## config.mk

```make
export PLATFORM = sky130hd
export DESIGN_NAME = apng_dispose_bbox_selector
export DESIGN_NICKNAME = d
export VERILOG_FILES = /design/src/hdl/adbs_pkg.sv /design/src/hdl/adbs_cfg_regs.sv /design/src/hdl/adbs_box_tracker.sv /design/src/hdl/adbs_area_calc.sv /design/src/hdl/adbs_decide.sv /design/src/hdl/apng_dispose_bbox_selector.sv
export SDC_FILE = /design/constraint.sdc
export NUM_CORES = 2
export LEC_CHECK = 0
export BUFFER_PORTS_ARGS = -buffer_cell sky130_fd_sc_hd__clkbuf_2
export CAP_MARGIN = 20
export CORE_ASPECT_RATIO = 2
export CORE_MARGIN = 2
export CORE_UTILIZATION = 60
export DETAILED_ROUTE_END_ITERATION = 7
export PLACE_DENSITY = 0.77
export SETUP_SLACK_MARGIN = 0.15
export SYNTH_ARGS = -nofsm -noshare
export SYNTH_HDL_FRONTEND = slang
export SYNTH_SLANG_ARGS = --single-unit
```

## constraint.sdc

```tcl
create_clock -name clk -period 15.7 [get_ports clk]
set_input_delay 1.57 -clock clk [delete_from_list [all_inputs] [get_ports clk]]
set_output_delay 1.57 -clock clk [all_outputs]
set_load 0.02 [all_outputs]
```

## src/hdl/adbs_pkg.sv

```systemverilog
// Shared types, constants and codes for the APNG dispose bounding-box selector.
package adbs_pkg;

	localparam int PIX_W     = 32;
	localparam int COORD_W   = 12;
	localparam int DIM_W     = 13;
	localparam int AREA_W    = 2 * DIM_W;
	localparam int BPP_W     = 3;
	localparam int CFG_W     = 13;
	localparam int CFG_IDX_W = 3;
	localparam int NUM_BOX   = 3;

	localparam int MAX_WIDTH  = 4096;
	localparam int MAX_HEIGHT = 4096;
	localparam int MAX_BYTES  = 4;
	localparam int BG_BYTES   = 4;

	// box slots
	localparam int BOX_NONE = 0;
	localparam int BOX_PREV = 1;
	localparam int BOX_BG   = 2;

	// register indexes
	localparam logic [CFG_IDX_W-1:0] CFG_FRAME_WIDTH  = 3'd0;
	localparam logic [CFG_IDX_W-1:0] CFG_FRAME_HEIGHT = 3'd1;
	localparam logic [CFG_IDX_W-1:0] CFG_BYTES_PER_PX = 3'd2;
	localparam logic [CFG_IDX_W-1:0] CFG_BG_RECT_X    = 3'd3;
	localparam logic [CFG_IDX_W-1:0] CFG_BG_RECT_Y    = 3'd4;
	localparam logic [CFG_IDX_W-1:0] CFG_BG_RECT_W    = 3'd5;
	localparam logic [CFG_IDX_W-1:0] CFG_BG_RECT_H    = 3'd6;
	localparam logic [CFG_IDX_W-1:0] CFG_FIRST_FRAME  = 3'd7;

	typedef enum logic [1:0] {
		OP_NONE       = 2'd0,
		OP_BACKGROUND = 2'd1,
		OP_PREVIOUS   = 2'd2
	} disp_op_t;

	// decoded configuration
	typedef struct packed {
		logic [COORD_W-1:0] last_col;
		logic [COORD_W-1:0] last_row;
		logic [PIX_W-1:0]   byte_mask;
		logic               bg_mode;
		logic [COORD_W-1:0] bg_x;
		logic [COORD_W-1:0] bg_y;
		logic [DIM_W-1:0]   bg_w;
		logic [DIM_W-1:0]   bg_h;
		logic               first_frame;
	} cfg_t;

	typedef struct packed {
		logic [COORD_W-1:0] min_col;
		logic [COORD_W-1:0] max_col;
		logic [COORD_W-1:0] min_row;
		logic [COORD_W-1:0] max_row;
		logic               found;
	} box_t;

	typedef struct packed {
		logic [COORD_W-1:0] x;
		logic [COORD_W-1:0] y;
		logic [DIM_W-1:0]   w;
		logic [DIM_W-1:0]   h;
		logic [AREA_W-1:0]  area;
		logic               found;
	} area_box_t;

endpackage

```

## src/hdl/adbs_cfg_regs.sv

```systemverilog
// Configuration registers and their decoded, range-clamped view.
module adbs_cfg_regs
	import adbs_pkg::*;
(
	input  logic                 clk,
	input  logic                 arst_n,
	input  logic                 cfg_wr_en,
	input  logic [CFG_IDX_W-1:0] cfg_index,
	input  logic [CFG_W-1:0]     cfg_wdata,
	output cfg_t                 cfg
);

	localparam logic [DIM_W-1:0] MAX_W_C  = DIM_W'(MAX_WIDTH);
	localparam logic [DIM_W-1:0] MAX_H_C  = DIM_W'(MAX_HEIGHT);
	localparam logic [BPP_W-1:0] MAX_B_C  = BPP_W'(MAX_BYTES);
	localparam logic [BPP_W-1:0] BG_B_C   = BPP_W'(BG_BYTES);

	logic [DIM_W-1:0]   frame_width_q;
	logic [DIM_W-1:0]   frame_height_q;
	logic [BPP_W-1:0]   bytes_per_pixel_q;
	logic [COORD_W-1:0] bg_rect_x_q;
	logic [COORD_W-1:0] bg_rect_y_q;
	logic [DIM_W-1:0]   bg_rect_w_q;
	logic [DIM_W-1:0]   bg_rect_h_q;
	logic               first_frame_q;

	logic [DIM_W-1:0] w_eff;
	logic [DIM_W-1:0] h_eff;
	logic [BPP_W-1:0] nb_eff;

	always_ff @(posedge clk or negedge arst_n) begin
		if (!arst_n) begin
			frame_width_q     <= DIM_W'(1);
			frame_height_q    <= DIM_W'(1);
			bytes_per_pixel_q <= BPP_W'(4);
			bg_rect_x_q       <= '0;
			bg_rect_y_q       <= '0;
			bg_rect_w_q       <= DIM_W'(1);
			bg_rect_h_q       <= DIM_W'(1);
			first_frame_q     <= 1'b1;
		end else if (cfg_wr_en) begin
			unique case (cfg_index)
				CFG_FRAME_WIDTH:  frame_width_q     <= cfg_wdata;
				CFG_FRAME_HEIGHT: frame_height_q    <= cfg_wdata;
				CFG_BYTES_PER_PX: bytes_per_pixel_q <= cfg_wdata[BPP_W-1:0];
				CFG_BG_RECT_X:    bg_rect_x_q       <= cfg_wdata[COORD_W-1:0];
				CFG_BG_RECT_Y:    bg_rect_y_q       <= cfg_wdata[COORD_W-1:0];
				CFG_BG_RECT_W:    bg_rect_w_q       <= cfg_wdata;
				CFG_BG_RECT_H:    bg_rect_h_q       <= cfg_wdata;
				CFG_FIRST_FRAME:  first_frame_q     <= cfg_wdata[0];
				default:          ;
			endcase
		end
	end

	always_comb begin
		// zero acts as one, oversize acts as the maximum
		if (frame_width_q == '0)
			w_eff = DIM_W'(1);
		else if (frame_width_q > MAX_W_C)
			w_eff = MAX_W_C;
		else
			w_eff = frame_width_q;

		if (frame_height_q == '0)
			h_eff = DIM_W'(1);
		else if (frame_height_q > MAX_H_C)
			h_eff = MAX_H_C;
		else
			h_eff = frame_height_q;

		if (bytes_per_pixel_q == '0)
			nb_eff = BPP_W'(1);
		else if (bytes_per_pixel_q > MAX_B_C)
			nb_eff = MAX_B_C;
		else
			nb_eff = bytes_per_pixel_q;

		cfg.last_col = COORD_W'(w_eff - DIM_W'(1));
		cfg.last_row = COORD_W'(h_eff - DIM_W'(1));

		unique case (nb_eff)
			BPP_W'(1): cfg.byte_mask = 32'h0000_00FF;
			BPP_W'(2): cfg.byte_mask = 32'h0000_FFFF;
			BPP_W'(3): cfg.byte_mask = 32'h00FF_FFFF;
			default:   cfg.byte_mask = 32'hFFFF_FFFF;
		endcase

		cfg.bg_mode     = (nb_eff == BG_B_C);
		cfg.bg_x        = bg_rect_x_q;
		cfg.bg_y        = bg_rect_y_q;
		cfg.bg_w        = bg_rect_w_q;
		cfg.bg_h        = bg_rect_h_q;
		cfg.first_frame = first_frame_q;
	end

endmodule

```

## src/hdl/adbs_box_tracker.sv

```systemverilog
// Pixel input register, raster position and the three changed-pixel boxes.
module adbs_box_tracker
	import adbs_pkg::*;
(
	input  logic             clk,
	input  logic             arst_n,
	input  cfg_t             cfg,
	input  logic             in_valid,
	output logic             in_ready,
	input  logic [PIX_W-1:0] cur_pixel,
	input  logic [PIX_W-1:0] next_pixel,
	input  logic [PIX_W-1:0] prev_pixel,
	output logic             snap_valid,
	input  logic             snap_ready,
	output box_t             snap_box [NUM_BOX]
);

	logic             v_s1;
	logic [PIX_W-1:0] cur_s1;
	logic [PIX_W-1:0] next_s1;
	logic [PIX_W-1:0] prev_s1;

	logic [COORD_W-1:0] col_q;
	logic [COORD_W-1:0] row_q;
	box_t               box_q [NUM_BOX];

	logic   snap_v_s2;
	box_t   snap_s2 [NUM_BOX];

	logic [PIX_W-1:0]   cur_m, nxt_m, prv_m;
	logic [COORD_W+1:0] rect_x_end, rect_y_end;
	logic               in_rect;
	logic [NUM_BOX-1:0] hit;
	box_t               box_d [NUM_BOX];
	logic               last_col, last_row, last_pix;
	logic               snap_free, s1_go;

	always_comb begin
		cur_m = cur_s1 & cfg.byte_mask;
		nxt_m = next_s1 & cfg.byte_mask;
		prv_m = prev_s1 & cfg.byte_mask;

		rect_x_end = {2'b00, cfg.bg_x} + {1'b0, cfg.bg_w};
		rect_y_end = {2'b00, cfg.bg_y} + {1'b0, cfg.bg_h};
		in_rect = (col_q >= cfg.bg_x) && ({2'b00, col_q} < rect_x_end) &&
		          (row_q >= cfg.bg_y) && ({2'b00, row_q} < rect_y_end);

		hit[BOX_NONE] = (cur_m != nxt_m);
		hit[BOX_PREV] = (prv_m != nxt_m);
		hit[BOX_BG]   = in_rect ? (nxt_m != '0) : (cur_m != nxt_m);

		for (int k = 0; k < NUM_BOX; k++) begin
			box_d[k] = box_q[k];
			if (hit[k]) begin
				if (!box_q[k].found) begin
					box_d[k].found   = 1'b1;
					box_d[k].min_col = col_q;
					box_d[k].max_col = col_q;
					box_d[k].min_row = row_q;
					box_d[k].max_row = row_q;
				end else begin
					if (col_q < box_q[k].min_col) box_d[k].min_col = col_q;
					if (col_q > box_q[k].max_col) box_d[k].max_col = col_q;
					if (row_q < box_q[k].min_row) box_d[k].min_row = row_q;
					if (row_q > box_q[k].max_row) box_d[k].max_row = row_q;
				end
			end
		end

		// a shrunk size clips the position to the new last column or row
		last_col = (col_q >= cfg.last_col);
		last_row = (row_q >= cfg.last_row);
		last_pix = last_col && last_row;

		snap_free = !snap_v_s2 || snap_ready;
		s1_go     = v_s1 && (!last_pix || snap_free);
		in_ready  = !v_s1 || s1_go;
	end

	always_ff @(posedge clk or negedge arst_n) begin
		if (!arst_n) begin
			v_s1 <= 1'b0;
		end else if (in_ready) begin
			v_s1 <= in_valid;
		end
	end

	always_ff @(posedge clk) begin
		if (in_valid && in_ready) begin
			cur_s1  <= cur_pixel;
			next_s1 <= next_pixel;
			prev_s1 <= prev_pixel;
		end
	end

	always_ff @(posedge clk or negedge arst_n) begin
		if (!arst_n) begin
			col_q <= '0;
			row_q <= '0;
			for (int k = 0; k < NUM_BOX; k++) begin
				box_q[k] <= '{min_col: '1, max_col: '0, min_row: '1, max_row: '0,
				              found: 1'b0};
			end
		end else if (s1_go) begin
			if (last_pix) begin
				col_q <= '0;
				row_q <= '0;
				for (int k = 0; k < NUM_BOX; k++) begin
					box_q[k] <= '{min_col: '1, max_col: '0, min_row: '1, max_row: '0,
					              found: 1'b0};
				end
			end else begin
				for (int k = 0; k < NUM_BOX; k++) begin
					box_q[k] <= box_d[k];
				end
				if (last_col) begin
					col_q <= '0;
					row_q <= row_q + COORD_W'(1);
				end else begin
					col_q <= col_q + COORD_W'(1);
				end
			end
		end
	end

	always_ff @(posedge clk or negedge arst_n) begin
		if (!arst_n) begin
			snap_v_s2 <= 1'b0;
		end else if (snap_free) begin
			snap_v_s2 <= v_s1 && last_pix;
		end
	end

	always_ff @(posedge clk) begin
		if (snap_free && v_s1 && last_pix) begin
			for (int k = 0; k < NUM_BOX; k++) begin
				snap_s2[k] <= box_d[k];
			end
		end
	end

	assign snap_valid = snap_v_s2;
	always_comb begin
		for (int k = 0; k < NUM_BOX; k++) begin
			snap_box[k] = snap_s2[k];
		end
	end

endmodule

```

## src/hdl/adbs_area_calc.sv

```systemverilog
// Box sizes and areas for a finished frame, one multiplier per box.
module adbs_area_calc
	import adbs_pkg::*;
(
	input  logic      clk,
	input  logic      arst_n,
	input  logic      snap_valid,
	output logic      snap_ready,
	input  box_t      snap_box [NUM_BOX],
	output logic      area_valid,
	input  logic      area_ready,
	output area_box_t area_box [NUM_BOX]
);

	logic      v_s3;
	area_box_t box_s3 [NUM_BOX];
	area_box_t box_d  [NUM_BOX];

	always_comb begin
		for (int k = 0; k < NUM_BOX; k++) begin
			box_d[k].x     = snap_box[k].min_col;
			box_d[k].y     = snap_box[k].min_row;
			box_d[k].w     = {1'b0, snap_box[k].max_col} - {1'b0, snap_box[k].min_col}
			                 + DIM_W'(1);
			box_d[k].h     = {1'b0, snap_box[k].max_row} - {1'b0, snap_box[k].min_row}
			                 + DIM_W'(1);
			box_d[k].area  = box_d[k].w * box_d[k].h;
			box_d[k].found = snap_box[k].found;
		end
		snap_ready = !v_s3 || area_ready;
	end

	always_ff @(posedge clk or negedge arst_n) begin
		if (!arst_n) begin
			v_s3 <= 1'b0;
		end else if (snap_ready) begin
			v_s3 <= snap_valid;
		end
	end

	always_ff @(posedge clk) begin
		if (snap_ready && snap_valid) begin
			for (int k = 0; k < NUM_BOX; k++) begin
				box_s3[k] <= box_d[k];
			end
		end
	end

	assign area_valid = v_s3;
	always_comb begin
		for (int k = 0; k < NUM_BOX; k++) begin
			area_box[k] = box_s3[k];
		end
	end

endmodule

```

## src/hdl/adbs_decide.sv

```systemverilog
// Dispose-op choice from the three boxes, into the result register.
module adbs_decide
	import adbs_pkg::*;
(
	input  logic               clk,
	input  logic               arst_n,
	input  cfg_t               cfg,
	input  logic               area_valid,
	output logic               area_ready,
	input  area_box_t          area_box [NUM_BOX],
	output logic               out_valid,
	input  logic               out_ready,
	output logic [1:0]         disp_op,
	output logic [COORD_W-1:0] box_x,
	output logic [COORD_W-1:0] box_y,
	output logic [DIM_W-1:0]   box_w,
	output logic [DIM_W-1:0]   box_h
);

	logic               v_s4;
	disp_op_t           op_s4;
	logic [COORD_W-1:0] x_s4, y_s4;
	logic [DIM_W-1:0]   w_s4, h_s4;

	logic        lt10, lt20, lt21;
	disp_op_t    op_d;
	logic        empty_d;
	area_box_t   sel_d;

	always_comb begin
		// pairwise compares in parallel, selection afterwards
		lt10 = area_box[BOX_PREV].area < area_box[BOX_NONE].area;
		lt20 = area_box[BOX_BG].area   < area_box[BOX_NONE].area;
		lt21 = area_box[BOX_BG].area   < area_box[BOX_PREV].area;

		op_d    = OP_NONE;
		empty_d = 1'b0;
		sel_d   = area_box[BOX_NONE];

		priority if (!area_box[BOX_NONE].found) begin
			op_d    = OP_NONE;
			empty_d = 1'b1;
		end else if (cfg.first_frame) begin
			op_d  = OP_NONE;
			sel_d = area_box[BOX_NONE];
		end else if (!area_box[BOX_PREV].found) begin
			op_d    = OP_PREVIOUS;
			empty_d = 1'b1;
		end else if (cfg.bg_mode && !area_box[BOX_BG].found) begin
			op_d    = OP_BACKGROUND;
			empty_d = 1'b1;
		end else if (cfg.bg_mode && (lt10 ? lt21 : lt20)) begin
			op_d  = OP_BACKGROUND;
			sel_d = area_box[BOX_BG];
		end else if (lt10) begin
			op_d  = OP_PREVIOUS;
			sel_d = area_box[BOX_PREV];
		end else begin
			op_d  = OP_NONE;
			sel_d = area_box[BOX_NONE];
		end

		area_ready = !v_s4 || out_ready;
	end

	always_ff @(posedge clk or negedge arst_n) begin
		if (!arst_n) begin
			v_s4 <= 1'b0;
		end else if (area_ready) begin
			v_s4 <= area_valid;
		end
	end

	always_ff @(posedge clk) begin
		if (area_ready && area_valid) begin
			op_s4 <= op_d;
			if (empty_d) begin
				x_s4 <= '0;
				y_s4 <= '0;
				w_s4 <= DIM_W'(1);
				h_s4 <= DIM_W'(1);
			end else begin
				x_s4 <= sel_d.x;
				y_s4 <= sel_d.y;
				w_s4 <= sel_d.w;
				h_s4 <= sel_d.h;
			end
		end
	end

	assign out_valid = v_s4;
	assign disp_op   = op_s4;
	assign box_x     = x_s4;
	assign box_y     = y_s4;
	assign box_w     = w_s4;
	assign box_h     = h_s4;

endmodule

```

## src/hdl/apng_dispose_bbox_selector.sv

```systemverilog
// Top level of the APNG dispose-op bounding-box selector.
//
//  channel  | handshake             | payload
//  ---------+-----------------------+----------------------------------------
//  pixels   | in_valid / in_ready   | cur_pixel, next_pixel, prev_pixel
//  result   | out_valid / out_ready | disp_op, box_x, box_y, box_w, box_h
//  config   | cfg_wr_en             | cfg_index, cfg_wdata
//
// One pixel triple per clock, except that a frame's last pixel waits while the
// snapshot stage is full. A frame result then passes through the input
// register, box snapshot, area multiply and decision into the result register.
// Reset brings the raster position to 0,0 and all boxes to empty; nothing
// needs clearing afterwards. A stalled result holds the decision pipe, and
// pixels keep flowing until another frame end reaches a full snapshot stage.
module apng_dispose_bbox_selector
	import adbs_pkg::*;
(
	input  logic                 clk,
	input  logic                 arst_n,
	// configuration writes
	input  logic                 cfg_wr_en,
	input  logic [CFG_IDX_W-1:0] cfg_index,
	input  logic [CFG_W-1:0]     cfg_wdata,
	// pixel stream, raster order
	input  logic                 in_valid,
	output logic                 in_ready,
	input  logic [PIX_W-1:0]     cur_pixel,
	input  logic [PIX_W-1:0]     next_pixel,
	input  logic [PIX_W-1:0]     prev_pixel,
	// one result per frame
	output logic                 out_valid,
	input  logic                 out_ready,
	output logic [1:0]           disp_op,
	output logic [COORD_W-1:0]   box_x,
	output logic [COORD_W-1:0]   box_y,
	output logic [DIM_W-1:0]     box_w,
	output logic [DIM_W-1:0]     box_h
);

	cfg_t      cfg;
	logic      snap_valid, snap_ready;
	box_t      snap_box [NUM_BOX];
	logic      area_valid, area_ready;
	area_box_t area_box [NUM_BOX];

	// registers plus clamped sizes, byte mask and background-mode flag
	adbs_cfg_regs u_cfg (
		.clk       (clk),
		.arst_n    (arst_n),
		.cfg_wr_en (cfg_wr_en),
		.cfg_index (cfg_index),
		.cfg_wdata (cfg_wdata),
		.cfg       (cfg)
	);

	// per-pixel compares and min/max box updates; snapshot at frame end
	adbs_box_tracker u_track (
		.clk        (clk),
		.arst_n     (arst_n),
		.cfg        (cfg),
		.in_valid   (in_valid),
		.in_ready   (in_ready),
		.cur_pixel  (cur_pixel),
		.next_pixel (next_pixel),
		.prev_pixel (prev_pixel),
		.snap_valid (snap_valid),
		.snap_ready (snap_ready),
		.snap_box   (snap_box)
	);

	// widths, heights and 13x13 area products
	adbs_area_calc u_area (
		.clk        (clk),
		.arst_n     (arst_n),
		.snap_valid (snap_valid),
		.snap_ready (snap_ready),
		.snap_box   (snap_box),
		.area_valid (area_valid),
		.area_ready (area_ready),
		.area_box   (area_box)
	);

	// first frame picks none, else empty box wins at once, else strictly smaller area; result register
	adbs_decide u_decide (
		.clk        (clk),
		.arst_n     (arst_n),
		.cfg        (cfg),
		.area_valid (area_valid),
		.area_ready (area_ready),
		.area_box   (area_box),
		.out_valid  (out_valid),
		.out_ready  (out_ready),
		.disp_op    (disp_op),
		.box_x      (box_x),
		.box_y      (box_y),
		.box_w      (box_w),
		.box_h      (box_h)
	);

endmodule
```

==> metrics.cfg <==
[sta]
finalCriticalPeriod_ps = 8510
rsz0062_at_grt = false
slew_headroom_pct = 25.9
worst_pin_slew_ps = 1110
drv_slew = 0
clock_skew_ps = 26.1
hold_viol_final = 0
timing.final.crit_share_pct = 54.2
timing.fmax_ghz = 0.117
setup_slack_ps = 7190
final-setup-viol-count = 0
finalSetupTns_ps = 0

[layout]
layout-drive-gt1-share_pct = 12.4
fill_cells = 7278
finalNonFillerCells = 6825
area_delta_synth_final_pct = 8.57
final_nets = 6692

[placed_design]
place_congestion = 0.939
dp.cells = 6687
port_buffers = 170
post-place-ws_ps = 7250
hpwlAfterDp_um = 119000

[setup_path]
crit_path_frequent_cell = fa_1
slowest_stage = a221oi_1
crit_arrival_ps = 8930
start_kind = register
crit_fanout = 14
required_ps = 16120
setup.worst_path.end_class = register
worst-setup-path-type = register to register
critPathMaxStageDelay_ps = 570

[yosys]
ys_top_cells_by_area = edfxtp_1, ha_1, fa_1, dfrtp_1, inv_1
seq_area_frac_synth_pct = 38.3
synth_edf_count = 526
postSynthCellCount = 5388
syn_area_sq_um = 58100
ys.flop_type = edfxtp_1
postSynthAreaPerCell_sq_um = 10.8
yosys_warnings = 0
synth_cell_types = 93
yosysTopAreaCellShare_pct = 27.2
yosys.area.top_type = edfxtp_1
yosys_register_bits = 781
syn_nets = 6538
synth.top_cells.by_count = inv_1, ha_1, edfxtp_1, nand2_1, fa_1
async_reset_ff_share_pct = 32.7
yosysMostFrequentCell = inv_1

[clocking]
cts_setup_buffers = 0
ctsResizeCount = 0
cts_hold_buf = 0
cts_num_sinks = 781
cts_made_buffers = 72
h-tree-depth = 3
cts_root_buffer = clkbuf_16
cts_tree = built
clkLatencyLatePin_ps = 690
cts.reportedPaths.clkPinSlew_ps = 70
clock_path_buffers = 3

[global_route]
grt_busiest_layer = met2
antenna_found_initial = 3
grt_pass1_wl_um = 240000
global_route.usage.met2_pct = 58.2
grt_max_degree = 119
met1_usage_pct = 30.5
grt_remaining_overflow = 0
grt_use_total_pct = 32.1
grt_pass1_vias = 44000
use_met3_pct = 5.13

[power]
finalPower_w = 0.00657
power_density_nw_per_um2 = 104
ir_drop_uv = 114
power.static_leakage_nw = 29.1

[drt]
first_pass_iters = 8
via_per_inst = 6.03
vias = 41200
drc = 4
drt_iter0_drc = 2449
final_antenna_net_count = 0
finalWirelength_um = 155000
drt-wirelength-per-cell_um = 22.8

[floorplanning]
die_h_um = 444
num_rows = 161
die_w_um = 224
initial_core_util_pct = 60.5
dieArea_sq_um = 99600
core_region_area_sq_um = 96100
ios = 171

[outcome]
violations = design-rule violations
status = complete, but fails checks

[min_path]
hold_class = register to register

[run]
drv_cap = 0

-- metal layers --
layer  part of all wire, %  up-vias
met5                     0        -
li1                      -    18800
met3                   5.3      672
met2                    52     1528
met1                    32    20200
met4                    11        0
-- cell families (layout without fill, tap and decap cells) --
| kind of cell | Yosys count | count (layout) | share of synthesized area [%] |
|---|---|---|---|
| adder cells (fa/ha/maj) | 1033 | 1033 | 27.0 |
| buffers and inverters | 1030 | 1243 | 6.81 |
| AO/OA/AOI/OAI | 970 | 970 | 11.8 |
| AND/OR/NAND/NOR | 1222 | 1222 | 10.2 |
| flip-flops | 781 | 781 | 38.3 |
| XOR/XNOR | 209 | 209 | 3.15 |
| other | 0 | 2 | 0 |
| multiplexers | 143 | 143 | 2.74 |
-- sequential cells by signal, summed over array words and instances, names as in the netlist, 12 cells and up --
signal / count
u_area.box_s3: 231
u_track.box_q: 147
u_track.snap_s2: 147
u_track.cur_s1: 32
u_track.next_s1: 32
u_track.prev_s1: 32
u_cfg.bg_rect_h_q: 13
u_cfg.bg_rect_w_q: 13
u_cfg.frame_height_q: 13
u_cfg.frame_width_q: 13
u_decide.box_h: 13
u_decide.box_w: 13
u_cfg.bg_rect_x_q: 12
u_cfg.bg_rect_y_q: 12
u_decide.box_x: 12
u_decide.box_y: 12
u_track.col_q: 12
u_track.row_q: 12
-- per-stage QoR --
step / util, % / cell area [sq um] / hold slack [ps]
after floorplan: - / 58100 / 400
after global placement: 63.1 / 60700 / 402
after detailed placement: 63.1 / 60700 / 405
after CTS: 65.7 / 63100 / 417
after global routing: 65.7 / 63100 / 437
final: 65.7 / 63100 / 419
-- layout make-up --
type,count,area (sq um),share of cell area [%]
Tap cell,1222,1530,2.42
Antenna cell,2,5.00,0.00793
Inverter,831,3120,4.94
Sequential cell,781,22300,35.3
Timing Repair Buffer,279,1680,2.66
Clock buffer,83,1900,3.00
Clock inverter,50,547,0.866
Multi-Input combinational cell,3577,32100,50.8
-- final timing paths --
kind                                                        start                              end  depth (start not counted)  slack, ps
worst max-delay path            u_track.snap_s2[0][136]$_DFFE_PP_  u_area.box_s3[0][180]$_DFFE_PP_                         33       7190
worst min-delay path             u_track.snap_s2[0][98]$_DFFE_PP_  u_area.box_s3[0][154]$_DFFE_PP_                          0        420
worst max register to register  u_track.snap_s2[0][136]$_DFFE_PP_  u_area.box_s3[0][180]$_DFFE_PP_                         33       7190
worst min register to register   u_track.snap_s2[0][98]$_DFFE_PP_  u_area.box_s3[0][154]$_DFFE_PP_                          0        420
max in group asynchronous                                  arst_n   u_track.box_q[104]$_DFFE_PN0P_                          3      12320
min in group asynchronous                                  arst_n    u_track.box_q[35]$_DFFE_PN0P_                          1        920
-- critical path, delay by kind of cell (launching register included) --
kind / cells / cell delay, ps
AOI/OAI and AO/OA: 14 / 2950
buffers and inverters: 6 / 450
DFF: 1 / 400
and+or+nand+nor: 3 / 530
adders and majority gates: 9 / 3830
xor gates and xnor gates: 1 / 100
-- report_power, final --
part           leakage, nW  switching, W  total [W]  internal [W]
Sequential            7.84      0.000167    0.00263       0.00247
Clock                 1.17      0.000845    0.00185       0.00100
Combinational         20.1       0.00124    0.00208      0.000848
Total                 29.1       0.00225    0.00657       0.00432
-- cells in the final DEF (no fill, tap or decap), types with 158 or more instances in the layout --
master and count:
nand2_1 503, clkbuf_2 169, ha_1 662, inv_1 830
a21oi_1 176, dfrtp_1 177, and2_1 203, edfxtp_1 526
o21ai_0 206, nor2_1 158, fa_1 371
(Power assumes the default switching activity.)
